--- src/rtl/a26x_pkg.sv ---
// Package: types, opcodes and helper functions of the 26-bit integer execute block
`timescale 1ns / 1ps
package a26x_pkg;
    localparam int ADDR_BITS_DEFAULT = 26;

    localparam logic [3:0] OP_AND = 4'd0;
    localparam logic [3:0] OP_EOR = 4'd1;
    localparam logic [3:0] OP_SUB = 4'd2;
    localparam logic [3:0] OP_RSB = 4'd3;
    localparam logic [3:0] OP_ADD = 4'd4;
    localparam logic [3:0] OP_ADC = 4'd5;
    localparam logic [3:0] OP_SBC = 4'd6;
    localparam logic [3:0] OP_RSC = 4'd7;
    localparam logic [3:0] OP_TST = 4'd8;
    localparam logic [3:0] OP_TEQ = 4'd9;
    localparam logic [3:0] OP_CMP = 4'd10;
    localparam logic [3:0] OP_CMN = 4'd11;
    localparam logic [3:0] OP_ORR = 4'd12;
    localparam logic [3:0] OP_MOV = 4'd13;
    localparam logic [3:0] OP_BIC = 4'd14;
    localparam logic [3:0] OP_MVN = 4'd15;

    localparam logic [15:0] LOGIC_OPS = 16'hf303;

    localparam logic [1:0] SH_LSL = 2'd0;
    localparam logic [1:0] SH_LSR = 2'd1;
    localparam logic [1:0] SH_ASR = 2'd2;
    localparam logic [1:0] SH_ROR = 2'd3;

    localparam logic [3:0] REG_PC = 4'd15;
    localparam logic [3:0] REG_LR = 4'd14;

    typedef struct packed {
        logic [31:0] instruction;
        logic        is_mul;
        logic        is_branch;
        logic        is_dp;
        logic        unsupported;
    } dec_t;

    typedef struct packed {
        logic        executed;
        logic        unsupported;
        logic        dest_valid;
        logic [3:0]  dest_index;
        logic [31:0] dest_value;
        logic [3:0]  flags_out;
        logic [25:0] next_pc;
    } res_t;

    function automatic logic [31:0] rotr(input logic [31:0] x, input logic [4:0] n);
        logic [63:0] w;
        w = {x, x} >> n;
        return w[31:0];
    endfunction

    function automatic logic cond_pass(input logic [3:0] cond, input logic [3:0] f);
        logic n, z, c, v, p;
        n = f[3];
        z = f[2];
        c = f[1];
        v = f[0];
        case (cond)
            4'd0:    p = z;
            4'd1:    p = !z;
            4'd2:    p = c;
            4'd3:    p = !c;
            4'd4:    p = n;
            4'd5:    p = !n;
            4'd6:    p = v;
            4'd7:    p = !v;
            4'd8:    p = c && !z;
            4'd9:    p = !c || z;
            4'd10:   p = n == v;
            4'd11:   p = n != v;
            4'd12:   p = !z && (n == v);
            4'd13:   p = z || (n != v);
            4'd14:   p = 1'b1;
            default: p = 1'b0;
        endcase
        return p;
    endfunction
endpackage

--- src/rtl/arm26_integer_execute.sv ---
// Top level of the 26-bit integer execute block
//
// Instruction requests enter through push/full: a request is taken at a clock
// edge with push high and full low. A two-entry queue holds classified words.
// The back end retires one instruction per cycle against r0..r14, the PC and
// the NZCV flags; shifter, ALU and multiplier work completes in that cycle.
// Results leave through empty/pop: the oldest result is on the ports while
// empty is low and is taken at an edge with pop high.
// A request is written into the front queue, then executed into the result
// queue. Throughput: one instruction per cycle with pop held high.
// When pop stays low the result queue fills after two results, the back end
// holds, the front queue fills and full rises two requests later.
// Reset clears both queues, all registers, the PC and the flags at once.
`timescale 1ns / 1ps
module arm26_integer_execute #(
    parameter int ADDRESS_BITS = a26x_pkg::ADDR_BITS_DEFAULT
) (
    input  logic                    clk,
    input  logic                    rst_n,
    input  logic                    push,
    output logic                    full,
    input  logic [31:0]             instruction,
    output logic                    empty,
    input  logic                    pop,
    output logic                    executed,
    output logic                    unsupported,
    output logic                    dest_valid,
    output logic [3:0]              dest_index,
    output logic [31:0]             dest_value,
    output logic [3:0]              flags_out,
    output logic [ADDRESS_BITS-1:0] next_pc
);
    import a26x_pkg::*;

    logic dec_valid, dec_take;
    dec_t dec_data;
    res_t res_data;

    a26x_front u_front (
        .clk, .rst_n, .push, .full, .instruction,
        .dec_valid, .dec_data, .dec_take
    );

    a26x_back #(.ADDRESS_BITS(ADDRESS_BITS)) u_back (
        .clk, .rst_n, .dec_valid, .dec_data, .dec_take,
        .empty, .pop, .res_data
    );

    assign executed    = res_data.executed;
    assign unsupported = res_data.unsupported;
    assign dest_valid  = res_data.dest_valid;
    assign dest_index  = res_data.dest_index;
    assign dest_value  = res_data.dest_value;
    assign flags_out   = res_data.flags_out;
    assign next_pc     = ADDRESS_BITS'(res_data.next_pc);
endmodule

--- src/rtl/a26x_front.sv ---
// Front end: accept, classify and queue instruction requests
`timescale 1ns / 1ps
module a26x_front (
    input  logic               clk,
    input  logic               rst_n,
    input  logic               push,
    output logic               full,
    input  logic [31:0]        instruction,
    output logic               dec_valid,
    output a26x_pkg::dec_t     dec_data,
    input  logic               dec_take
);
    import a26x_pkg::*;

    dec_t       q_reg [0:1];
    logic       wp_reg, rp_reg;
    logic [1:0] cnt_reg;
    dec_t       d;
    logic       wr, rd;

    always_comb
    begin
        d.instruction = instruction;
        d.is_mul      = (instruction & 32'h0FC000F0) == 32'h00000090;
        d.is_branch   = instruction[27:25] == 3'd5;
        d.is_dp       = instruction[27:26] == 2'd0 && !d.is_mul
                        && (instruction & 32'h02000090) != 32'h00000090;
        d.unsupported = !(d.is_mul || d.is_branch || d.is_dp);
    end

    assign full      = cnt_reg == 2'd2;
    assign dec_valid = cnt_reg != 2'd0;
    assign dec_data  = q_reg[rp_reg];
    assign wr        = push && !full;
    assign rd        = dec_take && dec_valid;

    always_ff @(posedge clk)
    begin
        if (wr)
        begin
            q_reg[wp_reg] <= d;
        end
    end

    always_ff @(posedge clk or negedge rst_n)
    begin
        if (!rst_n)
        begin
            wp_reg  <= 1'b0;
            rp_reg  <= 1'b0;
            cnt_reg <= 2'd0;
        end
        else
        begin
            if (wr)
            begin
                wp_reg <= !wp_reg;
            end
            if (rd)
            begin
                rp_reg <= !rp_reg;
            end
            cnt_reg <= cnt_reg + 2'(wr) - 2'(rd);
        end
    end
endmodule

--- src/rtl/a26x_back.sv ---
// Back end: register file, shifter, ALU, multiplier and result queue
`timescale 1ns / 1ps
module a26x_back #(
    parameter int ADDRESS_BITS = a26x_pkg::ADDR_BITS_DEFAULT
) (
    input  logic               clk,
    input  logic               rst_n,
    input  logic               dec_valid,
    input  a26x_pkg::dec_t     dec_data,
    output logic               dec_take,
    output logic               empty,
    input  logic               pop,
    output a26x_pkg::res_t     res_data
);
    import a26x_pkg::*;

    logic [31:0]             regs_reg [0:14];
    logic [ADDRESS_BITS-1:0] pc_reg, pc_next;
    logic [3:0]              flags_reg, flags_next;
    res_t                    oq_reg [0:1];
    logic                    owp_reg, orp_reg;
    logic [1:0]              ocnt_reg;

    logic [31:0] ins;
    logic [ADDRESS_BITS-1:0] pc4, pc8, pc12, pcoff;
    logic [31:0] rn_v, rm_v, rs_v, ra_v, op2, res, a, b, mul_p;
    logic [32:0] sum;
    logic        cin, sc, cflag, cv_c, cv_v, logic_op, ofull, take;
    logic [3:0]  op, rdi;
    logic [7:0]  n8;
    logic [4:0]  n5;
    logic [1:0]  sht;
    logic [3:0]  nf;
    logic        wen;
    logic [3:0]  widx;
    res_t        r;

    function automatic logic [31:0] rdreg(input logic [3:0] idx, input logic [31:0] rv,
                                          input logic [ADDRESS_BITS-1:0] pcv,
                                          input logic psr, input logic [3:0] f);
        logic [31:0] v;
        v = 32'(pcv);
        if (psr)
        begin
            v[31:28] = f;
        end
        return (idx == REG_PC) ? v : rv;
    endfunction

    assign ins   = dec_data.instruction;
    assign cflag = flags_reg[1];
    assign pc4   = pc_reg + ADDRESS_BITS'(4);
    assign pc8   = pc_reg + ADDRESS_BITS'(8);
    assign pc12  = pc_reg + ADDRESS_BITS'(12);
    assign pcoff = (!ins[25] && ins[4] && dec_data.is_dp) ? pc12 : pc8;
    assign ofull = ocnt_reg == 2'd2;
    assign take  = dec_valid && !ofull;
    assign dec_take = take;

    always_comb
    begin
        rn_v = rdreg(ins[19:16], (ins[19:16] == REG_PC) ? 32'd0 : regs_reg[ins[19:16]],
                     pcoff, 1'b0, flags_reg);
        rm_v = rdreg(ins[3:0], (ins[3:0] == REG_PC) ? 32'd0 : regs_reg[ins[3:0]],
                     pcoff, 1'b1, flags_reg);
        rs_v = rdreg(ins[11:8], (ins[11:8] == REG_PC) ? 32'd0 : regs_reg[ins[11:8]],
                     pcoff, 1'b1, flags_reg);
        ra_v = rdreg(ins[15:12], (ins[15:12] == REG_PC) ? 32'd0 : regs_reg[ins[15:12]],
                     pc8, 1'b1, flags_reg);
    end

    always_comb
    begin
        sht = ins[6:5];
        n8  = rs_v[7:0];
        n5  = ins[11:7];
        op2 = rm_v;
        sc  = cflag;
        if (ins[25])
        begin
            op2 = rotr({24'd0, ins[7:0]}, {ins[11:8], 1'b0});
            if (ins[11:8] != 4'd0)
            begin
                sc = op2[31];
            end
        end
        else if (ins[4])
        begin
            if (n8 != 8'd0)
            begin
                case (sht)
                    SH_LSL:
                    begin
                        op2 = (n8 < 8'd32) ? rm_v << n8[4:0] : 32'd0;
                        sc  = (n8 < 8'd32) ? rm_v[5'(6'd32 - {1'b0, n8[4:0]})]
                              : ((n8 == 8'd32) ? rm_v[0] : 1'b0);
                    end
                    SH_LSR:
                    begin
                        op2 = (n8 < 8'd32) ? rm_v >> n8[4:0] : 32'd0;
                        sc  = (n8 < 8'd32) ? rm_v[5'(n8[4:0] - 5'd1)]
                              : ((n8 == 8'd32) ? rm_v[31] : 1'b0);
                    end
                    SH_ASR:
                    begin
                        op2 = (n8 < 8'd32) ? 32'($signed(rm_v) >>> n8[4:0])
                              : {32{rm_v[31]}};
                        sc  = (n8 < 8'd32) ? rm_v[5'(n8[4:0] - 5'd1)] : rm_v[31];
                    end
                    default:
                    begin
                        op2 = rotr(rm_v, n8[4:0]);
                        sc  = rm_v[5'(n8[4:0] - 5'd1)];
                    end
                endcase
            end
        end
        else
        begin
            case (sht)
                SH_LSL:
                begin
                    if (n5 != 5'd0)
                    begin
                        op2 = rm_v << n5;
                        sc  = rm_v[5'(6'd32 - {1'b0, n5})];
                    end
                end
                SH_LSR:
                begin
                    op2 = (n5 != 5'd0) ? rm_v >> n5 : 32'd0;
                    sc  = rm_v[(n5 != 5'd0) ? 5'(n5 - 5'd1) : 5'd31];
                end
                SH_ASR:
                begin
                    op2 = (n5 != 5'd0) ? 32'($signed(rm_v) >>> n5) : {32{rm_v[31]}};
                    sc  = rm_v[(n5 != 5'd0) ? 5'(n5 - 5'd1) : 5'd31];
                end
                default:
                begin
                    if (n5 == 5'd0)
                    begin
                        op2 = {cflag, rm_v[31:1]};
                        sc  = rm_v[0];
                    end
                    else
                    begin
                        op2 = rotr(rm_v, n5);
                        sc  = rm_v[5'(n5 - 5'd1)];
                    end
                end
            endcase
        end
    end

    always_comb
    begin
        op  = ins[24:21];
        a   = rn_v;
        b   = op2;
        cin = 1'b0;
        case (op)
            OP_SUB, OP_CMP: begin a = rn_v; b = ~op2; cin = 1'b1;  end
            OP_RSB:         begin a = op2;  b = ~rn_v; cin = 1'b1; end
            OP_ADC:         begin a = rn_v; b = op2;  cin = cflag; end
            OP_SBC:         begin a = rn_v; b = ~op2; cin = cflag; end
            OP_RSC:         begin a = op2;  b = ~rn_v; cin = cflag; end
            default:        begin a = rn_v; b = op2;  cin = 1'b0;  end
        endcase
        sum  = {1'b0, a} + {1'b0, b} + 33'(cin);
        cv_c = sum[32];
        cv_v = ((a ^ sum[31:0]) & (b ^ sum[31:0])) >> 31 != 32'd0;
        case (op)
            OP_AND, OP_TST: res = rn_v & op2;
            OP_EOR, OP_TEQ: res = rn_v ^ op2;
            OP_ORR:         res = rn_v | op2;
            OP_MOV:         res = op2;
            OP_BIC:         res = rn_v & ~op2;
            OP_MVN:         res = ~op2;
            default:        res = sum[31:0];
        endcase
        logic_op = LOGIC_OPS[op];
        nf = {res[31], res == 32'd0, logic_op ? sc : cv_c, logic_op ? flags_reg[0] : cv_v};
    end

    assign mul_p = rm_v * rs_v;

    always_comb
    begin
        rdi        = ins[15:12];
        pc_next    = pc4;
        flags_next = flags_reg;
        wen        = 1'b0;
        widx       = 4'd0;
        r.executed    = 1'b0;
        r.unsupported = dec_data.unsupported;
        r.dest_valid  = 1'b0;
        r.dest_index  = 4'd0;
        r.dest_value  = 32'd0;
        if (!dec_data.unsupported && cond_pass(ins[31:28], flags_reg))
        begin
            r.executed = 1'b1;
            if (dec_data.is_dp)
            begin
                if (op >= OP_TST && op <= OP_CMN)
                begin
                    if (ins[20])
                    begin
                        flags_next = (rdi == REG_PC) ? res[31:28] : nf;
                    end
                end
                else if (rdi == REG_PC)
                begin
                    pc_next      = {res[ADDRESS_BITS-1:2], 2'b00};
                    r.dest_valid = 1'b1;
                    r.dest_index = REG_PC;
                    r.dest_value = 32'({res[ADDRESS_BITS-1:2], 2'b00});
                    if (ins[20])
                    begin
                        flags_next = res[31:28];
                    end
                end
                else
                begin
                    wen          = 1'b1;
                    widx         = rdi;
                    r.dest_valid = 1'b1;
                    r.dest_index = rdi;
                    r.dest_value = res;
                    if (ins[20])
                    begin
                        flags_next = nf;
                    end
                end
            end
            else if (dec_data.is_branch)
            begin
                if (ins[24])
                begin
                    wen          = 1'b1;
                    widx         = REG_LR;
                    r.dest_valid = 1'b1;
                    r.dest_index = REG_LR;
                    r.dest_value = {flags_reg, 28'(pc4)};
                end
                pc_next = pc8 + ADDRESS_BITS'({ins[23:0], 2'b00});
            end
            else
            begin
                r.dest_value = ins[21] ? mul_p + ra_v : mul_p;
                if (ins[19:16] != REG_PC)
                begin
                    wen          = 1'b1;
                    widx         = ins[19:16];
                    r.dest_valid = 1'b1;
                    r.dest_index = ins[19:16];
                end
                else
                begin
                    r.dest_value = 32'd0;
                end
                if (ins[20])
                begin
                    flags_next = {(ins[21] ? mul_p + ra_v : mul_p) >> 31 != 32'd0,
                                  (ins[21] ? mul_p + ra_v : mul_p) == 32'd0,
                                  flags_reg[1:0]};
                end
            end
        end
        r.flags_out = flags_next;
        r.next_pc   = 26'(pc_next);
    end

    assign empty    = ocnt_reg == 2'd0;
    assign res_data = oq_reg[orp_reg];

    always_ff @(posedge clk)
    begin
        if (take)
        begin
            oq_reg[owp_reg] <= r;
        end
    end

    always_ff @(posedge clk or negedge rst_n)
    begin
        if (!rst_n)
        begin
            for (int i = 0; i < 15; i++)
            begin
                regs_reg[i] <= 32'd0;
            end
            pc_reg    <= '0;
            flags_reg <= 4'd0;
            owp_reg   <= 1'b0;
            orp_reg   <= 1'b0;
            ocnt_reg  <= 2'd0;
        end
        else
        begin
            if (take)
            begin
                pc_reg    <= pc_next;
                flags_reg <= flags_next;
                owp_reg   <= !owp_reg;
                if (wen)
                begin
                    regs_reg[widx] <= r.dest_value;
                end
            end
            if (pop && !empty)
            begin
                orp_reg <= !orp_reg;
            end
            ocnt_reg <= ocnt_reg + 2'(take) - 2'(pop && !empty);
        end
    end
endmodule

--- config.mk ---
export PLATFORM = sky130hd
export DESIGN_NAME = arm26_integer_execute
export DESIGN_NICKNAME = d
export VERILOG_FILES = /design/src/rtl/a26x_pkg.sv /design/src/rtl/arm26_integer_execute.sv /design/src/rtl/a26x_front.sv /design/src/rtl/a26x_back.sv
export SDC_FILE = /design/constraint.sdc
export NUM_CORES = 2
export LEC_CHECK = 0
export BUFFER_PORTS_ARGS = -buffer_cell sky130_fd_sc_hd__buf_4
export CORE_MARGIN = 4
export CORE_UTILIZATION = 40
export DETAILED_ROUTE_END_ITERATION = 8
export PLACE_DENSITY = 0.64
export REMOVE_ABC_BUFFERS = 1
export SYNTH_ARGS = -nofsm -noshare
export SYNTH_HDL_FRONTEND = slang
export SYNTH_HIERARCHICAL = 1
export SYNTH_SLANG_ARGS = --single-unit
--- constraint.sdc ---
create_clock -name clk -period 21.8 [get_ports clk]
set_clock_uncertainty 0.1 [all_clocks]
set_input_delay 2.18 -clock clk [delete_from_list [all_inputs] [get_ports clk]]
set_output_delay 2.18 -clock clk [all_outputs]
set_load 0.1 [all_outputs]
* After elaboration in Yosys (flattened, before gate mapping)
Memory sizes are Yosys's and may differ from the RTL's.
Cells that the tools add are included.
** Word-level totals
- Memories :: 3
- ROM bits :: 16
- Output and inout bits :: 71
- RAM bits :: 210
- Logic and storage cells :: 281
- Bits of input ports :: 36
- Register bits :: 518
** Cells by class
- $add $sub $neg :: 15
- Multipliers :: 1
- $lt $le $gt $ge :: 15
- Shift-type cells :: 9
- Equal/unequal tests :: 42
- Reductions and logical operators :: 52
- Muxes and demuxes :: 107
- Bitwise logic cells :: 14
** Memory list
- u_back.oq_reg :: depth 2, bits a word 69, rd ports 1, clocked after memory_dff 0, wr ports 1, line a26x_back.sv:20 : res_t oq_reg [0:1];
- u_front.q_reg :: depth 2, bits a word 36, rd ports 1, clocked after memory_dff 0, wr ports 1, line a26x_front.sv:15 : dec_t q_reg [0:1];
- (no name shown) :: depth 16, bits a word 1, rd ports 1, clocked after memory_dff 0, wr ports 0, line a26x_back.sv:182 : logic_op = LOGIC_OPS[op];
** Operators by type and width (number)
- $mux 32 :: 26
- $bmux 32 s4 :: 4
- $bwmux 480 :: 1
- $pmux 32 s3 :: 2
- $pmux 32 s6 :: 1
- $mux 37 :: 5
- $mux 26 :: 6
- $demux 32 s4 :: 1
- $shr 64x5->32 :: 2
- $and 32x32->32 :: 3
- $xor 32x32->32 :: 3
- $eq 4x4->1 const B :: 18
- $logic_not 32->1 :: 2
- $mux 4 :: 16
- $not 32->32 :: 2
- $pmux 32 s2 :: 1
- $shl 32x5->32 :: 2
- $shr 32x5->32 :: 2
- $sshr 32x5->32 :: 2
- $add 26x4->26 const B :: 2
- $shr 40x5->32 :: 1
- $mux 36 :: 1
- $add 32x32->33 :: 1
- $add 33x1->33 :: 1
- 49 further kinds :: 150

* Longest topological paths before layout
An unclocked memory read counts as a cell.
- Depth in word-level cells :: 24
- Gate-level depth with buffers :: 57
- Gate-level depth less buffers :: 47

* Hierarchy
The synthesis kept the hierarchy.
** By module, submodules not included
- a26x_back :: times used 1, cells an instance 9359, seq. area each 17006.3 um^2, area an instance 82895.8 um^2
- a26x_front :: times used 1, cells an instance 140, seq. area each 2262.2 um^2, area an instance 2981.6 um^2

* Least setup slack after synthesis
Ideal clock, no wire load.
- Kind :: flip-flop to flip-flop
- From :: register u_front.rp_reg
- To :: memory u_back/oq_reg[0][61] (netlist bit), data pin
- Stages on the path, launching flop included :: 55
- Required time :: 21.443 ns
- Setup slack :: 8.992 ns
- Data arrival time :: 12.451 ns
- Path buffers :: 11
- Setup time :: 0.257 ns
- Clock period less this slack :: 12.808 ns
- Cell sequence :: dfrtp_1 buf_6 buf_6 mux2_4 buf_2 buf_4 or2_2 o22ai_1 a21oi_1 a221oi_1 clkbuf_1 clkbuf_1 buf_1 buf_1 buf_1 nand2_1 fa_1 fa_1 (+19 left out) a21oi_1 a21oi_1 xnor2_1 ha_1 clkbuf_1 nand3_1 nand2_1 a41o_1 o21ai_0 or4b_1 a31oi_1 xnor2_1 nand2_1 xnor2_1 o21ai_0 nand3_1 buf_2 inv_1
** RTL lines
- from (decl) :: line a26x_front.sv:16 : logic wp_reg, rp_reg;
- from (signal assigned) :: line a26x_front.sv:61 : rp_reg <= !rp_reg;
- to (decl) :: line a26x_back.sv:20

==> flow_metrics.env <==
export IMPL_drcViolationCount=0
export IMPL_ant_nets=0
export IMPL_setup_viol=0
export IMPL_path_common_cell="fa_1"
export IMPL_use_met3=0.209
export IMPL_place_gp_congestion=1.13
export IMPL_arrival_ps=16230
export IMPL_port_buffers=106
export IMPL_grt_use_met2=0.692
export IMPL_grt_util_met1=0.580
export IMPL_cts_clk_slew_worst_paths_ps=60
export IMPL_period_needed_ps=15740
export IMPL_first_iter_violations=16400
export IMPL_hold_viol=0
export IMPL_rows=169
export IMPL_initial_core_util=0.403
export IMPL_slew_viol_final=3
export IMPL_tightest_slew_ps=1550
export IMPL_grt_setup_unrepaired="false"
export IMPL_track_usage=0.493
export IMPL_coreArea_sq_um=213000
export IMPL_first_pass_iters=9
export IMPL_io_pins=107
export IMPL_max_stage_delay_ps=680
export IMPL_post_cts_setup_buffers=0
export IMPL_routed_wl_mm=565
export IMPL_worstSetupEndpointType="register"
export IMPL_cts_hold_buf=0
export IMPL_worstPathMaxFanout=67
export IMPL_numCtsBuffers=72
export IMPL_cp_start_kind="register"
export IMPL_num_vias=91300
export IMPL_grt_overflow=0
export IMPL_yosys_warnings=6
export IMPL_fmax_mhz=63.5
export IMPL_clockRootBuffer="clkbuf_16"
export IMPL_clock_latency_ps=690
export IMPL_antenna_found_initial=56
export IMPL_drive_gt1_frac=0.199
export IMPL_seqCellArea_sq_um=19100
export IMPL_final_nets=10000
export IMPL_area_growth_pct=8.89
export IMPL_slowest_stage="mux2_8"
export IMPL_busiest_layer="met2"
export IMPL_setup_tns_ps=0
export IMPL_cts_sinks=722
export IMPL_period_share=0.722
export IMPL_maxSlewHeadroom=-0.0390
export IMPL_path_buf_inv=9
export IMPL_cts_tree="yes"
export IMPL_grt_pass1_vias=86400
export IMPL_required_ps=22280
export IMPL_grt_start_max_net_pins=146
export IMPL_dieArea_sq_um=222000
export IMPL_viasPerCell=7.47
export IMPL_clk_path_buf_depth=3
export IMPL_multiInputGateArea_sq_um=61900
export IMPL_fill_cells=20600
export IMPL_cap_viol_max_count=2
export IMPL_min_path_type="register to register"
export IMPL_die_y_um=471
export IMPL_violations="capacitance limit, slew limit"
export IMPL_syn_area_per_cell_sq_um=9.03
export IMPL_cts_resized_gates=0
export IMPL_synthCells=9490
export IMPL_syn_area_sq_um=85700
export IMPL_status="complete, but fails checks"
export IMPL_die_w_um=471
export IMPL_routedWlPerCell_um=46.2
export IMPL_grt_pass1_wl_mm=757
export IMPL_crit_type="register to register"
export IMPL_cpLargestDelayFamily="compound AO/OA/AOI/OAI gates"
export IMPL_dp_hpwl_mm=417
export IMPL_largest_register_ffs=480
export IMPL_htreeDepth=3
[routing by layer]
metal	wire, um	vias to the layer above
met2	227000	8477
li1	-	34700
met1	196000	45500
met5	126	-
met3	80600	2529
met4	61400	18
[metrics by stage]
stage / std cells / cell area, sq um / hold WS, ps / worst slack [ps] / utilization
after detailed placement: 12100 / 90600 / 388 / 6510 / 0.426
final: 12200 / 93300 / 401 / 6060 / 0.439
after global routing: 12200 / 93200 / 423 / 5490 / 0.438
after global placement: 12100 / 90600 / 382 / 6460 / 0.426
after CTS: 12200 / 93100 / 401 / 6470 / 0.438
after floorplan: 8653 / 82000 / 360 / 3050 / -
[cell usage in the layout (no fill, tap or decap), types with 74 or more instances in the layout]
master and instances:
nand2_1 1399, nor2_1 728, buf_4 570, dfrtp_1 516, a21oi_1 502, o21ai_0 451, mux2_2 433, inv_1 426
mux4_2 415, fa_1 412, mux2i_1 341, ha_1 254, edfxtp_1 204, xnor2_1 169, nand3_1 153, o22ai_1 151
nor3_1 132, o211ai_1 128, o31ai_1 125, o221ai_1 122, a211oi_1 102, a221oi_1 86, a31oi_1 80, and2_1 75
clkbuf_16 74
[final timing paths]
kind,start,endpoint,slack [ps],cells past startpoint
worst max-delay path,u_front/rp_reg,u_back/regs_reg[159],6060,47
worst min-delay path,u_back/pc_reg[0],u_back/pc_reg[0],400,1
worst max register to register,u_front/rp_reg,u_back/regs_reg[159],6060,47
worst min register to register,u_back/pc_reg[0],u_back/pc_reg[0],400,1
max in group asynchronous,rst_n,u_back/owp_reg,16420,5
min in group asynchronous,rst_n,u_back/regs_reg[382],1480,1
[area by class of cell]
| cell class | instances | share of cell area |
|---|---|---|
| clock inverters | 46 | 0.00598 |
| multi-input cells | 7489 | 0.664 |
| repair buffers | 580 | 0.0477 |
| well taps | 2821 | 0.0378 |
| clock buffers | 85 | 0.0209 |
| inverters | 442 | 0.0178 |
| diodes | 44 | 0.00118 |
| flip-flops and latches | 722 | 0.205 |
Power is left out: the tool's default activity adds up to more than one toggle a clock period on the data nets, which glitch-free logic cannot reach.
